$ cat config.mk
export PLATFORM = sky130hd
export DESIGN_NAME = consistency_class_node_selector
export DESIGN_NICKNAME = d
export VERILOG_FILES = /design/src/sv/ccns_pkg.sv /design/src/sv/ccns_ram.sv /design/src/sv/ccns_mod.sv /design/src/sv/consistency_class_node_selector.sv
export SDC_FILE = /design/constraint.sdc
export NUM_CORES = 1
export LEC_CHECK = 0
export ABC_AREA = 1
export ABC_CLOCK_PERIOD_IN_PS = 4200
export BUFFER_PORTS_ARGS = -buffer_cell sky130_fd_sc_hd__clkbuf_2
export CORE_UTILIZATION = 45
export DETAILED_ROUTE_END_ITERATION = 12
export HOLD_SLACK_MARGIN = 0.02
export PLACE_DENSITY = 0.65
export SYNTH_ARGS = -nofsm -noshare
export SYNTH_HDL_FRONTEND = slang
export SYNTH_HIERARCHICAL = 1
export SYNTH_SLANG_ARGS = --single-unit
$ cat constraint.sdc
create_clock -name clk -period 4.2 [get_ports clk]
set_input_delay 1.05 -clock clk [delete_from_list [all_inputs] [get_ports clk]]
set_output_delay 1.05 -clock clk [all_outputs]
set_load 0.01 [all_outputs]
$ cat src/sv/ccns_pkg.sv
// Shared codes and helpers for the consistency class node selector.
// No dependencies; used by ccns_mod and the top level.
package ccns_pkg;

	localparam int KEY_W   = 32;
	localparam int CLS_W   = 2;
	localparam int NODE_W  = 4;
	localparam int IN_W    = 48;
	localparam int OUT_W   = 8;

	localparam logic [2:0] K_ADD    = 3'd0;
	localparam logic [2:0] K_UP     = 3'd1;
	localparam logic [2:0] K_ASSIGN = 3'd2;
	localparam logic [2:0] K_GET    = 3'd3;
	localparam logic [2:0] K_GETANY = 3'd4;
	localparam logic [2:0] K_DOWN   = 3'd5;

	localparam logic [2:0] C_STRONG = 3'd0;
	localparam logic [2:0] C_HASHED = 3'd1;
	localparam logic [2:0] C_NONE   = 3'd3;
	localparam logic [2:0] C_LAST   = 3'd3;

	localparam logic [2:0] E_OK     = 3'd0;
	localparam logic [2:0] E_NODE   = 3'd1;
	localparam logic [2:0] E_CLASS  = 3'd2;
	localparam logic [2:0] E_UNK    = 3'd3;
	localparam logic [2:0] E_DOWN   = 3'd4;
	localparam logic [2:0] E_ASGN   = 3'd5;
	localparam logic [2:0] E_TAKEN  = 3'd6;
	localparam logic [2:0] E_NONODE = 3'd7;

	function automatic logic [OUT_W-1:0] pack_res(input logic ok, input logic [NODE_W-1:0] ch,
			input logic [2:0] err);
		pack_res = {err, ch, ok};
	endfunction

endpackage

$ cat src/sv/ccns_ram.sv
// Generic single write port RAM with registered read.
// No dependencies; holds the class lists.
module ccns_ram #(
	parameter int WIDTH = 4,
	parameter int DEPTH = 64
) (
	input  logic                     clk,
	input  logic                     we,
	input  logic [$clog2(DEPTH)-1:0] waddr,
	input  logic [WIDTH-1:0]         wdata,
	input  logic [$clog2(DEPTH)-1:0] raddr,
	output logic [WIDTH-1:0]         rdata
);
	logic [WIDTH-1:0] mem [DEPTH];

	always_ff @(posedge clk) begin
		if (we) begin
			mem[waddr] <= wdata;
		end
		rdata <= mem[raddr];
	end
endmodule

$ cat src/sv/ccns_mod.sv
// Bit-serial remainder unit: one dividend bit per cycle, restoring form.
// Depends on ccns_pkg for the key width.
module ccns_mod #(
	parameter int AW = 4
) (
	input  logic                     clk,
	input  logic                     arst_n,
	input  logic                     start,
	input  logic [ccns_pkg::KEY_W-1:0] dividend,
	input  logic [AW-1:0]            divisor,
	output logic                     done,
	output logic [AW-1:0]            rem
);
	import ccns_pkg::*;

	localparam int CW = $clog2(KEY_W);

	logic          run_q;
	logic          done_q;
	logic [CW-1:0] cnt_q;
	logic [KEY_W-1:0] dvd_q;
	logic [AW:0]   rem_q;
	logic [AW:0]   shifted;
	logic [AW:0]   nxt;

	always_comb begin
		shifted = {rem_q[AW-1:0], dvd_q[KEY_W-1]};
		nxt = (shifted >= {1'b0, divisor}) ? shifted - {1'b0, divisor} : shifted;
	end

	always_ff @(posedge clk or negedge arst_n) begin
		if (!arst_n) begin
			run_q  <= 1'b0;
			done_q <= 1'b0;
			cnt_q  <= '0;
		end else begin
			done_q <= 1'b0;
			if (start) begin
				run_q <= 1'b1;
				cnt_q <= '0;
			end else if (run_q) begin
				cnt_q <= cnt_q + CW'(1);
				if (cnt_q == CW'(KEY_W - 1)) begin
					run_q  <= 1'b0;
					done_q <= 1'b1;
				end
			end
		end
	end

	always_ff @(posedge clk) begin
		if (start) begin
			dvd_q <= dividend;
			rem_q <= '0;
		end else if (run_q) begin
			dvd_q <= {dvd_q[KEY_W-2:0], 1'b0};
			rem_q <= nxt;
		end
	end

	assign done = done_q;
	assign rem  = rem_q[AW-1:0];
endmodule

$ cat src/sv/consistency_class_node_selector.sv
// Top level of the consistency class node selector: status bits, sequencer, list RAM.
// Depends on ccns_pkg, ccns_ram and ccns_mod.
//
// One request at a time; every request gives exactly one result. Add, up, down of a handshaking
// node and all rejected requests finish in the execute state. Strong get reads the list head,
// hashed get reads the entry chosen by the bit-serial remainder unit, eventual/none get reads the
// head and rotates it to the tail, assign shifts the list up and writes the node at the head, and
// down of an available node removes it from each class it belongs to. The list RAM moves entries
// through its single read and single write port. A pending result in the output register does not
// block the next request from being taken once that result is taken.
module consistency_class_node_selector #(
	parameter int NODES = 16
) (
	input  logic        clk,
	input  logic        arst_n,
	input  logic        s_tvalid,
	output logic        s_tready,
	input  logic [47:0] s_tdata,   // kind[2:0], node[6:3], consistency[9:7], key[41:10], zero
	output logic        m_tvalid,
	input  logic        m_tready,
	output logic [7:0]  m_tdata    // ok[0], chosen_node[4:1], error_code[7:5]
);
	import ccns_pkg::*;

	localparam int NIDX = (NODES < 16) ? NODES : 16;
	localparam int AW   = $clog2(NIDX);
	localparam int LD   = 2 ** AW;

	typedef enum logic [2:0] {S_IDLE, S_EXEC, S_MOD, S_RD, S_WR, S_FIN, S_DN} state_t;
	typedef enum logic [1:0] {MV_PICK, MV_SHR, MV_SHL, MV_CMP} mode_t;

	state_t state_q;
	mode_t  mode_q;

	logic [2:0]        kind_q;
	logic [NODE_W-1:0] node_q;
	logic [2:0]        cls_q;
	logic [KEY_W-1:0]  key_q;

	logic [NIDX-1:0]       known_q, hs_q, av_q;
	logic [NIDX-1:0][3:0]  member_q;
	logic [3:0][AW-1:0]    len_q;
	logic [CLS_W-1:0]      c_q;
	logic [AW-1:0]         r_q, w_q;
	logic [NODE_W-1:0]     pick_q;
	logic [3:0]            mask_q;
	logic                  m_tvalid_q;
	logic [OUT_W-1:0]      m_tdata_q;

	logic [AW-1:0]     ni;
	logic              nvalid;
	logic [2:0]        gcls;
	logic [AW-1:0]     cur_len;
	logic [CLS_W-1:0]  low_c;
	logic              keep;
	logic              mod_start, mod_done;
	logic [AW-1:0]     mod_rem;
	logic              ram_we;
	logic [AW-1:0]     widx;
	logic [NODE_W-1:0] ram_wdata, ram_rdata;

	assign s_tready = (state_q == S_IDLE) && (!m_tvalid_q || m_tready);
	assign m_tvalid = m_tvalid_q;
	assign m_tdata  = m_tdata_q;

	always_comb begin
		ni      = node_q[AW-1:0];
		nvalid  = (node_q != '0) && ({28'd0, node_q} < 32'(NODES));
		gcls    = (kind_q == K_GETANY) ? C_NONE : cls_q;
		cur_len = len_q[c_q];
		keep    = (ram_rdata != node_q);
		low_c   = mask_q[0] ? 2'd0 : mask_q[1] ? 2'd1 : mask_q[2] ? 2'd2 : 2'd3;
		mod_start = (state_q == S_EXEC) && (kind_q == K_GET) && (cls_q == C_HASHED)
			&& (len_q[C_HASHED[CLS_W-1:0]] != '0);
		ram_we    = 1'b0;
		widx      = r_q;
		ram_wdata = ram_rdata;
		case (state_q)
			S_WR: begin
				case (mode_q)
					MV_SHR: begin
						ram_we = 1'b1;
						widx   = r_q + AW'(1);
					end
					MV_SHL: begin
						ram_we = 1'b1;
						widx   = r_q - AW'(1);
					end
					MV_CMP: begin
						ram_we = keep;
						widx   = w_q;
					end
					default: ram_we = 1'b0;
				endcase
			end
			S_FIN: begin
				ram_we = 1'b1;
				if (mode_q == MV_SHR) begin
					widx      = '0;
					ram_wdata = node_q;
				end else begin
					widx      = cur_len - AW'(1);
					ram_wdata = pick_q;
				end
			end
			default: ram_we = 1'b0;
		endcase
	end

	ccns_ram #(.WIDTH(NODE_W), .DEPTH(4 * LD)) u_lists (
		.clk   (clk),
		.we    (ram_we),
		.waddr ({c_q, widx}),
		.wdata (ram_wdata),
		.raddr ({c_q, r_q}),
		.rdata (ram_rdata)
	);

	ccns_mod #(.AW(AW)) u_mod (
		.clk      (clk),
		.arst_n   (arst_n),
		.start    (mod_start),
		.dividend (key_q),
		.divisor  (len_q[C_HASHED[CLS_W-1:0]]),
		.done     (mod_done),
		.rem      (mod_rem)
	);

	always_ff @(posedge clk) begin
		if (s_tvalid && s_tready) begin
			kind_q <= s_tdata[2:0];
			node_q <= s_tdata[6:3];
			cls_q  <= s_tdata[9:7];
			key_q  <= s_tdata[41:10];
		end
	end

	always_ff @(posedge clk or negedge arst_n) begin
		if (!arst_n) begin
			state_q    <= S_IDLE;
			mode_q     <= MV_PICK;
			known_q    <= '0;
			hs_q       <= '0;
			av_q       <= '0;
			member_q   <= '0;
			len_q      <= '0;
			c_q        <= '0;
			r_q        <= '0;
			w_q        <= '0;
			pick_q     <= '0;
			mask_q     <= '0;
			m_tvalid_q <= 1'b0;
			m_tdata_q  <= '0;
		end else begin
			if (m_tvalid_q && m_tready) begin
				m_tvalid_q <= 1'b0;
			end
			case (state_q)
				S_IDLE: begin
					if (s_tvalid && s_tready) begin
						state_q <= S_EXEC;
					end
				end
				S_EXEC: begin
					state_q    <= S_IDLE;
					m_tvalid_q <= 1'b1;
					m_tdata_q  <= pack_res(1'b1, '0, E_OK);
					if (kind_q == K_GET || kind_q == K_GETANY) begin
						c_q <= gcls[CLS_W-1:0];
						if (gcls > C_LAST) begin
							m_tdata_q <= pack_res(1'b0, '0, E_CLASS);
						end else if (len_q[gcls[CLS_W-1:0]] == '0) begin
							m_tdata_q <= pack_res(1'b0, '0, E_NONODE);
						end else begin
							m_tvalid_q <= 1'b0;
							mode_q     <= MV_PICK;
							r_q        <= '0;
							state_q    <= (gcls == C_HASHED) ? S_MOD : S_RD;
						end
					end else if (kind_q > K_DOWN) begin
						m_tdata_q <= pack_res(1'b0, '0, E_OK);
					end else if (!nvalid) begin
						m_tdata_q <= pack_res(1'b0, '0, E_NODE);
					end else begin
						case (kind_q)
							K_ADD: begin
								if (!av_q[ni]) begin
									known_q[ni] <= 1'b1;
									hs_q[ni]    <= 1'b1;
								end
							end
							K_UP: begin
								if (!known_q[ni]) begin
									m_tdata_q <= pack_res(1'b0, '0, E_UNK);
								end else if (av_q[ni]) begin
									av_q[ni] <= 1'b1;
								end else if (hs_q[ni]) begin
									hs_q[ni] <= 1'b0;
									av_q[ni] <= 1'b1;
								end else begin
									m_tdata_q <= pack_res(1'b0, '0, E_DOWN);
								end
							end
							K_ASSIGN: begin
								c_q <= cls_q[CLS_W-1:0];
								if (cls_q > C_LAST) begin
									m_tdata_q <= pack_res(1'b0, '0, E_CLASS);
								end else if (!known_q[ni]) begin
									m_tdata_q <= pack_res(1'b0, '0, E_UNK);
								end else if (!av_q[ni]) begin
									m_tdata_q <= pack_res(1'b0, '0, E_DOWN);
								end else if (member_q[ni][cls_q[CLS_W-1:0]]) begin
									m_tdata_q <= pack_res(1'b0, '0, E_ASGN);
								end else if (cls_q == C_STRONG
										&& len_q[C_STRONG[CLS_W-1:0]] != '0) begin
									m_tdata_q <= pack_res(1'b0, '0, E_TAKEN);
								end else begin
									m_tvalid_q <= 1'b0;
									mode_q     <= MV_SHR;
									r_q        <= len_q[cls_q[CLS_W-1:0]] - AW'(1);
									state_q    <= (len_q[cls_q[CLS_W-1:0]] == '0) ? S_FIN : S_RD;
								end
							end
							K_DOWN: begin
								if (!known_q[ni]) begin
									m_tdata_q <= pack_res(1'b0, '0, E_UNK);
								end else if (hs_q[ni]) begin
									hs_q[ni] <= 1'b0;
								end else if (av_q[ni]) begin
									av_q[ni]   <= 1'b0;
									mask_q     <= member_q[ni];
									m_tvalid_q <= 1'b0;
									state_q    <= S_DN;
								end
							end
							default: m_tdata_q <= pack_res(1'b0, '0, E_OK);
						endcase
					end
				end
				S_MOD: begin
					if (mod_done) begin
						r_q     <= mod_rem;
						state_q <= S_RD;
					end
				end
				S_RD: begin
					state_q <= S_WR;
				end
				S_WR: begin
					case (mode_q)
						MV_PICK: begin
							if (c_q[1] && cur_len != AW'(1)) begin
								pick_q  <= ram_rdata;
								r_q     <= AW'(1);
								mode_q  <= MV_SHL;
								state_q <= S_RD;
							end else begin
								m_tvalid_q <= 1'b1;
								m_tdata_q  <= pack_res(1'b1, ram_rdata, E_OK);
								state_q    <= S_IDLE;
							end
						end
						MV_SHR: begin
							r_q     <= r_q - AW'(1);
							state_q <= (r_q == '0) ? S_FIN : S_RD;
						end
						MV_SHL: begin
							r_q     <= r_q + AW'(1);
							state_q <= (r_q == cur_len - AW'(1)) ? S_FIN : S_RD;
						end
						MV_CMP: begin
							if (keep) begin
								w_q <= w_q + AW'(1);
							end
							r_q <= r_q + AW'(1);
							if (r_q == cur_len - AW'(1)) begin
								len_q[c_q] <= w_q + AW'(keep);
								state_q    <= S_DN;
							end else begin
								state_q <= S_RD;
							end
						end
						default: state_q <= S_IDLE;
					endcase
				end
				S_FIN: begin
					m_tvalid_q <= 1'b1;
					state_q    <= S_IDLE;
					if (mode_q == MV_SHR) begin
						len_q[c_q]         <= cur_len + AW'(1);
						member_q[ni][c_q]  <= 1'b1;
						m_tdata_q          <= pack_res(1'b1, '0, E_OK);
					end else begin
						m_tdata_q <= pack_res(1'b1, pick_q, E_OK);
					end
				end
				S_DN: begin
					if (mask_q == '0) begin
						member_q[ni] <= '0;
						m_tvalid_q   <= 1'b1;
						m_tdata_q    <= pack_res(1'b1, '0, E_OK);
						state_q      <= S_IDLE;
					end else begin
						c_q           <= low_c;
						mask_q[low_c] <= 1'b0;
						r_q           <= '0;
						w_q           <= '0;
						mode_q        <= MV_CMP;
						state_q       <= S_RD;
					end
				end
				default: state_q <= S_IDLE;
			endcase
		end
	end
endmodule
==> summary.md <==
| Metric | Value |
|---|---|
| CTS Hold Buffers Added | 0 |
| 1st-pass router iterations | 5 |
| Initial antenna violation count | 0 |
| Kind of critical path | register to register |
| Met3 Track Usage GR | 0.0291 |
| Die Ht | 232 um |
| Placed cell areas | 24,700 um^2 |
| Initial Utilization | 0.459 |
| Final Net Count | 2,667 |
| HP Class | register to register |
| Post-synthesis sequential element count | 505 |
| CP Capture Type | register |
| Final min period | 3.67 ns |
| Final WS setup | 0.531 ns |
| Filler instances | 4,680 |
| Die area | 53,800 um^2 |
| CP max stage cell | dfrtp_1 |
| Slowest stage delay, CP | 0.48 ns |
| Global-route track usage on met1 | 0.300 |
| Die Wd | 232 um |
| Post-route ant nets | 0 |
| CTS tree | yes |
| Maximum clock frequency | 273 MHz |
| Standard-cell row count | 83 |
| Sequential area share after synthesis | 0.598 |
| FFs w/ async S/R, synth | 0.331 |
| Required time worst endpoint | 4.48 ns |
| Post-synth top flop | edfxtp_1 |
| Area Growth Syn to Fin | 11.1% |
| DP Worst Slack | 0.606 ns |
| Largest net degree at the start of global routing | 129 |
| Post-synth EDFFs | 330 |
| Leak | 10.9 nW |
| Total power | 16.3 mW |
| Status | finished, final reports clean |
| Gr usage total | 0.218 |
| Fin. Hold Viols | 0 |
| Routed wire per std cell | 17.3 um |
| Inserted Diodes | 0 |
| Top cells by area, synth | edfxtp_1 (42%), dfrtp_1 (18%), nand2_1 (13%) |
| Maximum vdd ir drop | 356 uV |
| Worst-Margin Slew | 1.28 ns |
| Final wirelength | 57,300 um |
| Register clock-pin slew on the reported worst setup and hold paths | 0.06 ns |
| CP max FO | 7 |
| Synthesis warning total | 6 |
| PortBufs | 55 |
| Post-DP HPWL | 38,200 um |
| Avg Inst Size Synth | 9.36 um^2 |
| # IOs | 62 |
| Resized Gates After CTS | 0 |
| Critical path cell sequence | nor2_2 -> inv_4 -> o22ai_1 -> nor2_1 -> nand2_2 -> inv_2 -> ha_1 -> inv_1 -> a21oi_1 -> a21oi_1 -> inv_1 -> nor3_1 -> nand2_1 -> nor2_1 |
| Vias | 17,687 |
| Busiest grt layer | met2 |
| Vias in the first global route | 17,325 |
| Period utilization | 0.874 |
| Setup violators final | 0 |
| H-tree levels | 2 |
| Iter 0 DRT Violations | 1,212 |
| Postcts setup bufs | 0 |
| Unrepaired setup endpoints after global routing | no |
| DRC violations left | 0 |
| Share of layout cells above drive strength 1 | 0.0993 |
| Grt total ovfl | 0 |
| Most common cell in the netlist | nand2_1 |
| Syn Std Cell Area | 23,800 um^2 |
| Core area | 51,800 um^2 |
| Startpoint types | register |
| Max-cap viol count | 0 |
| Fin area | 26,500 um^2 |
| Cell Pwr Density | 616 nW/um^2 |
| Share of the synthesized area in the top cell type | 0.416 |
| Rel. slew slack | 0.144 |
| Post-Syn Instances | 2,544 |
| Clk sink count | 505 |
| First-pass GRT wire length | 92,400 um |
| Global Route met2 Usage | 0.358 |
| Syn nets | 2,617 |
| Root cell of the clock tree | clkbuf_16 |
| Max clock buf depth | 3 |
| Yosys cell types | 52 |
| Max-slew violation count | 0 |
| DR vias/cell | 5.33 |
| Commonest cells post-synth | nand2_1 (829), edfxtp_1 (330), nand3_1 (265) |
| Critical Path AT | 3.95 ns |
| CTS Buf Count | 54 |
| Clock skew | 0.0221 ns |
| Setup TNS | 0 ns |
| Clock Latency Late Sink | 0.61 ns |
| RD Place Congestion | 0.913 |
| Cell taking the most area after synthesis | edfxtp_1 |
-- placed cells by master, fill, tap and decap left out, types with 7 or more instances in the layout --
cell and instances:
nand4_1 13, a21oi_1 87, inv_2 24, clkinv_1 13
nand2_2 7, nor3_1 25, o21ai_1 57, o31ai_1 18
nand2_1 829, nor2_1 176, dfxtp_1 8, buf_4 32
dfrtp_1 165, ha_1 20, xnor2_1 12, inv_1 208
clkbuf_2 54, clkinv_2 14, clkbuf_1 10, a22oi_1 23
nor2_4 8, clkbuf_16 55, o22ai_1 23, o21ai_0 63
nor2_2 12, o221ai_1 7, nand3_1 265, edfxtp_1 330
-- metrics by stage --
stage | hold slack (ns) | utilization | cells
5_1_grt | 0.402 | 0.511 | 3318
4_1_cts | 0.382 | 0.511 | 3318
3_3_place_gp | 0.365 | 0.477 | 3218
6_report | 0.378 | 0.511 | 3318
3_5_place_dp | 0.368 | 0.477 | 3218
2_1_floorplan | 0.422 | - | 2544
-- state kept, by name, summed over array words and instances, names as in the netlist, 2 cells and up, named ones only --
name / cells
len_q: 16
w_q: 4
m_tdata: 8
pick_q: 4
u_lists/mem: 256
mask_q: 4
ni: 4
u_mod/dvd_q: 32
key_q: 32
member_q: 64
cls_q: 3
c_q: 2
u_mod/rem_q: 4
kind_q: 3
mode_q: 2
state_q: 3
r_q: 4
known_q: 16
u_mod/cnt_q: 5
u_lists/rdata: 4
-- worst paths after layout --
kind,startpoint,to,slack [ns],cells after the start
min reg2reg,known_q[0]$_DFFE_PN0P_,known_q[0]$_DFFE_PN0P_,0.38,0
min in group asynchronous,arst_n,known_q[9]$_DFFE_PN0P_,0.51,1
max reg2reg,c_q[0]$_DFFE_PN0P_,u_lists/mem[23][0]$_DFFE_PP_,0.53,14
max,c_q[0]$_DFFE_PN0P_,u_lists/mem[23][0]$_DFFE_PP_,0.53,14
max in group asynchronous,arst_n,asynchronous set/reset pin,2.72,2
min,known_q[0]$_DFFE_PN0P_,known_q[0]$_DFFE_PN0P_,0.38,0
-- metal layers --
layer / routed length, um / up-vias
met5: 0 / -
met4: 1280 / 0
met3: 3150 / 87
met2: 26900 / 509
met1: 25900 / 8498
li1: - / 8593
-- report_power, final --
part	internal [mW]	switching, mW	total (mW)
Combinational	1.43	3.83	5.26
Clock	2.75	1.93	4.68
Sequential	6.12	0.243	6.36
Total	10.3	6.00	16.3
-- cell families after synthesis --
| group | Yosys count | synth area share |
|---|---|---|
| compound gates | 297 | 0.0721 |
| xor+xnor | 18 | 0.00662 |
| fa+ha+maj | 21 | 0.0113 |
| buf+inv | 336 | 0.0643 |
| flops | 505 | 0.598 |
| mux | 4 | 0.00189 |
| simple gates | 1363 | 0.245 |
-- worst max-delay path: cells and delay by family, from the launching register on --
kind | cells | cell delay (ns)
compound gates | 3 | 0.58
fa+ha+maj | 1 | 0.31
buf+inv | 4 | 0.41
flops | 1 | 0.48
simple gates | 6 | 1.56
-- cell type report --
| class | instances | area [um^2] | area share |
|---|---|---|---|
| Inverter | 241 | 913 | 0.0345 |
| Clock inverter | 29 | 262 | 0.00988 |
| Timing Repair Buffer | 89 | 562 | 0.0212 |
| Sequential cell | 505 | 14300 | 0.539 |
| Multi-Input combinational cell | 1703 | 8120 | 0.307 |
| Tap cell | 680 | 851 | 0.0322 |
| Clock buffer | 71 | 1500 | 0.0566 |
No activity file was read; power rests on OpenSTA's default activity.
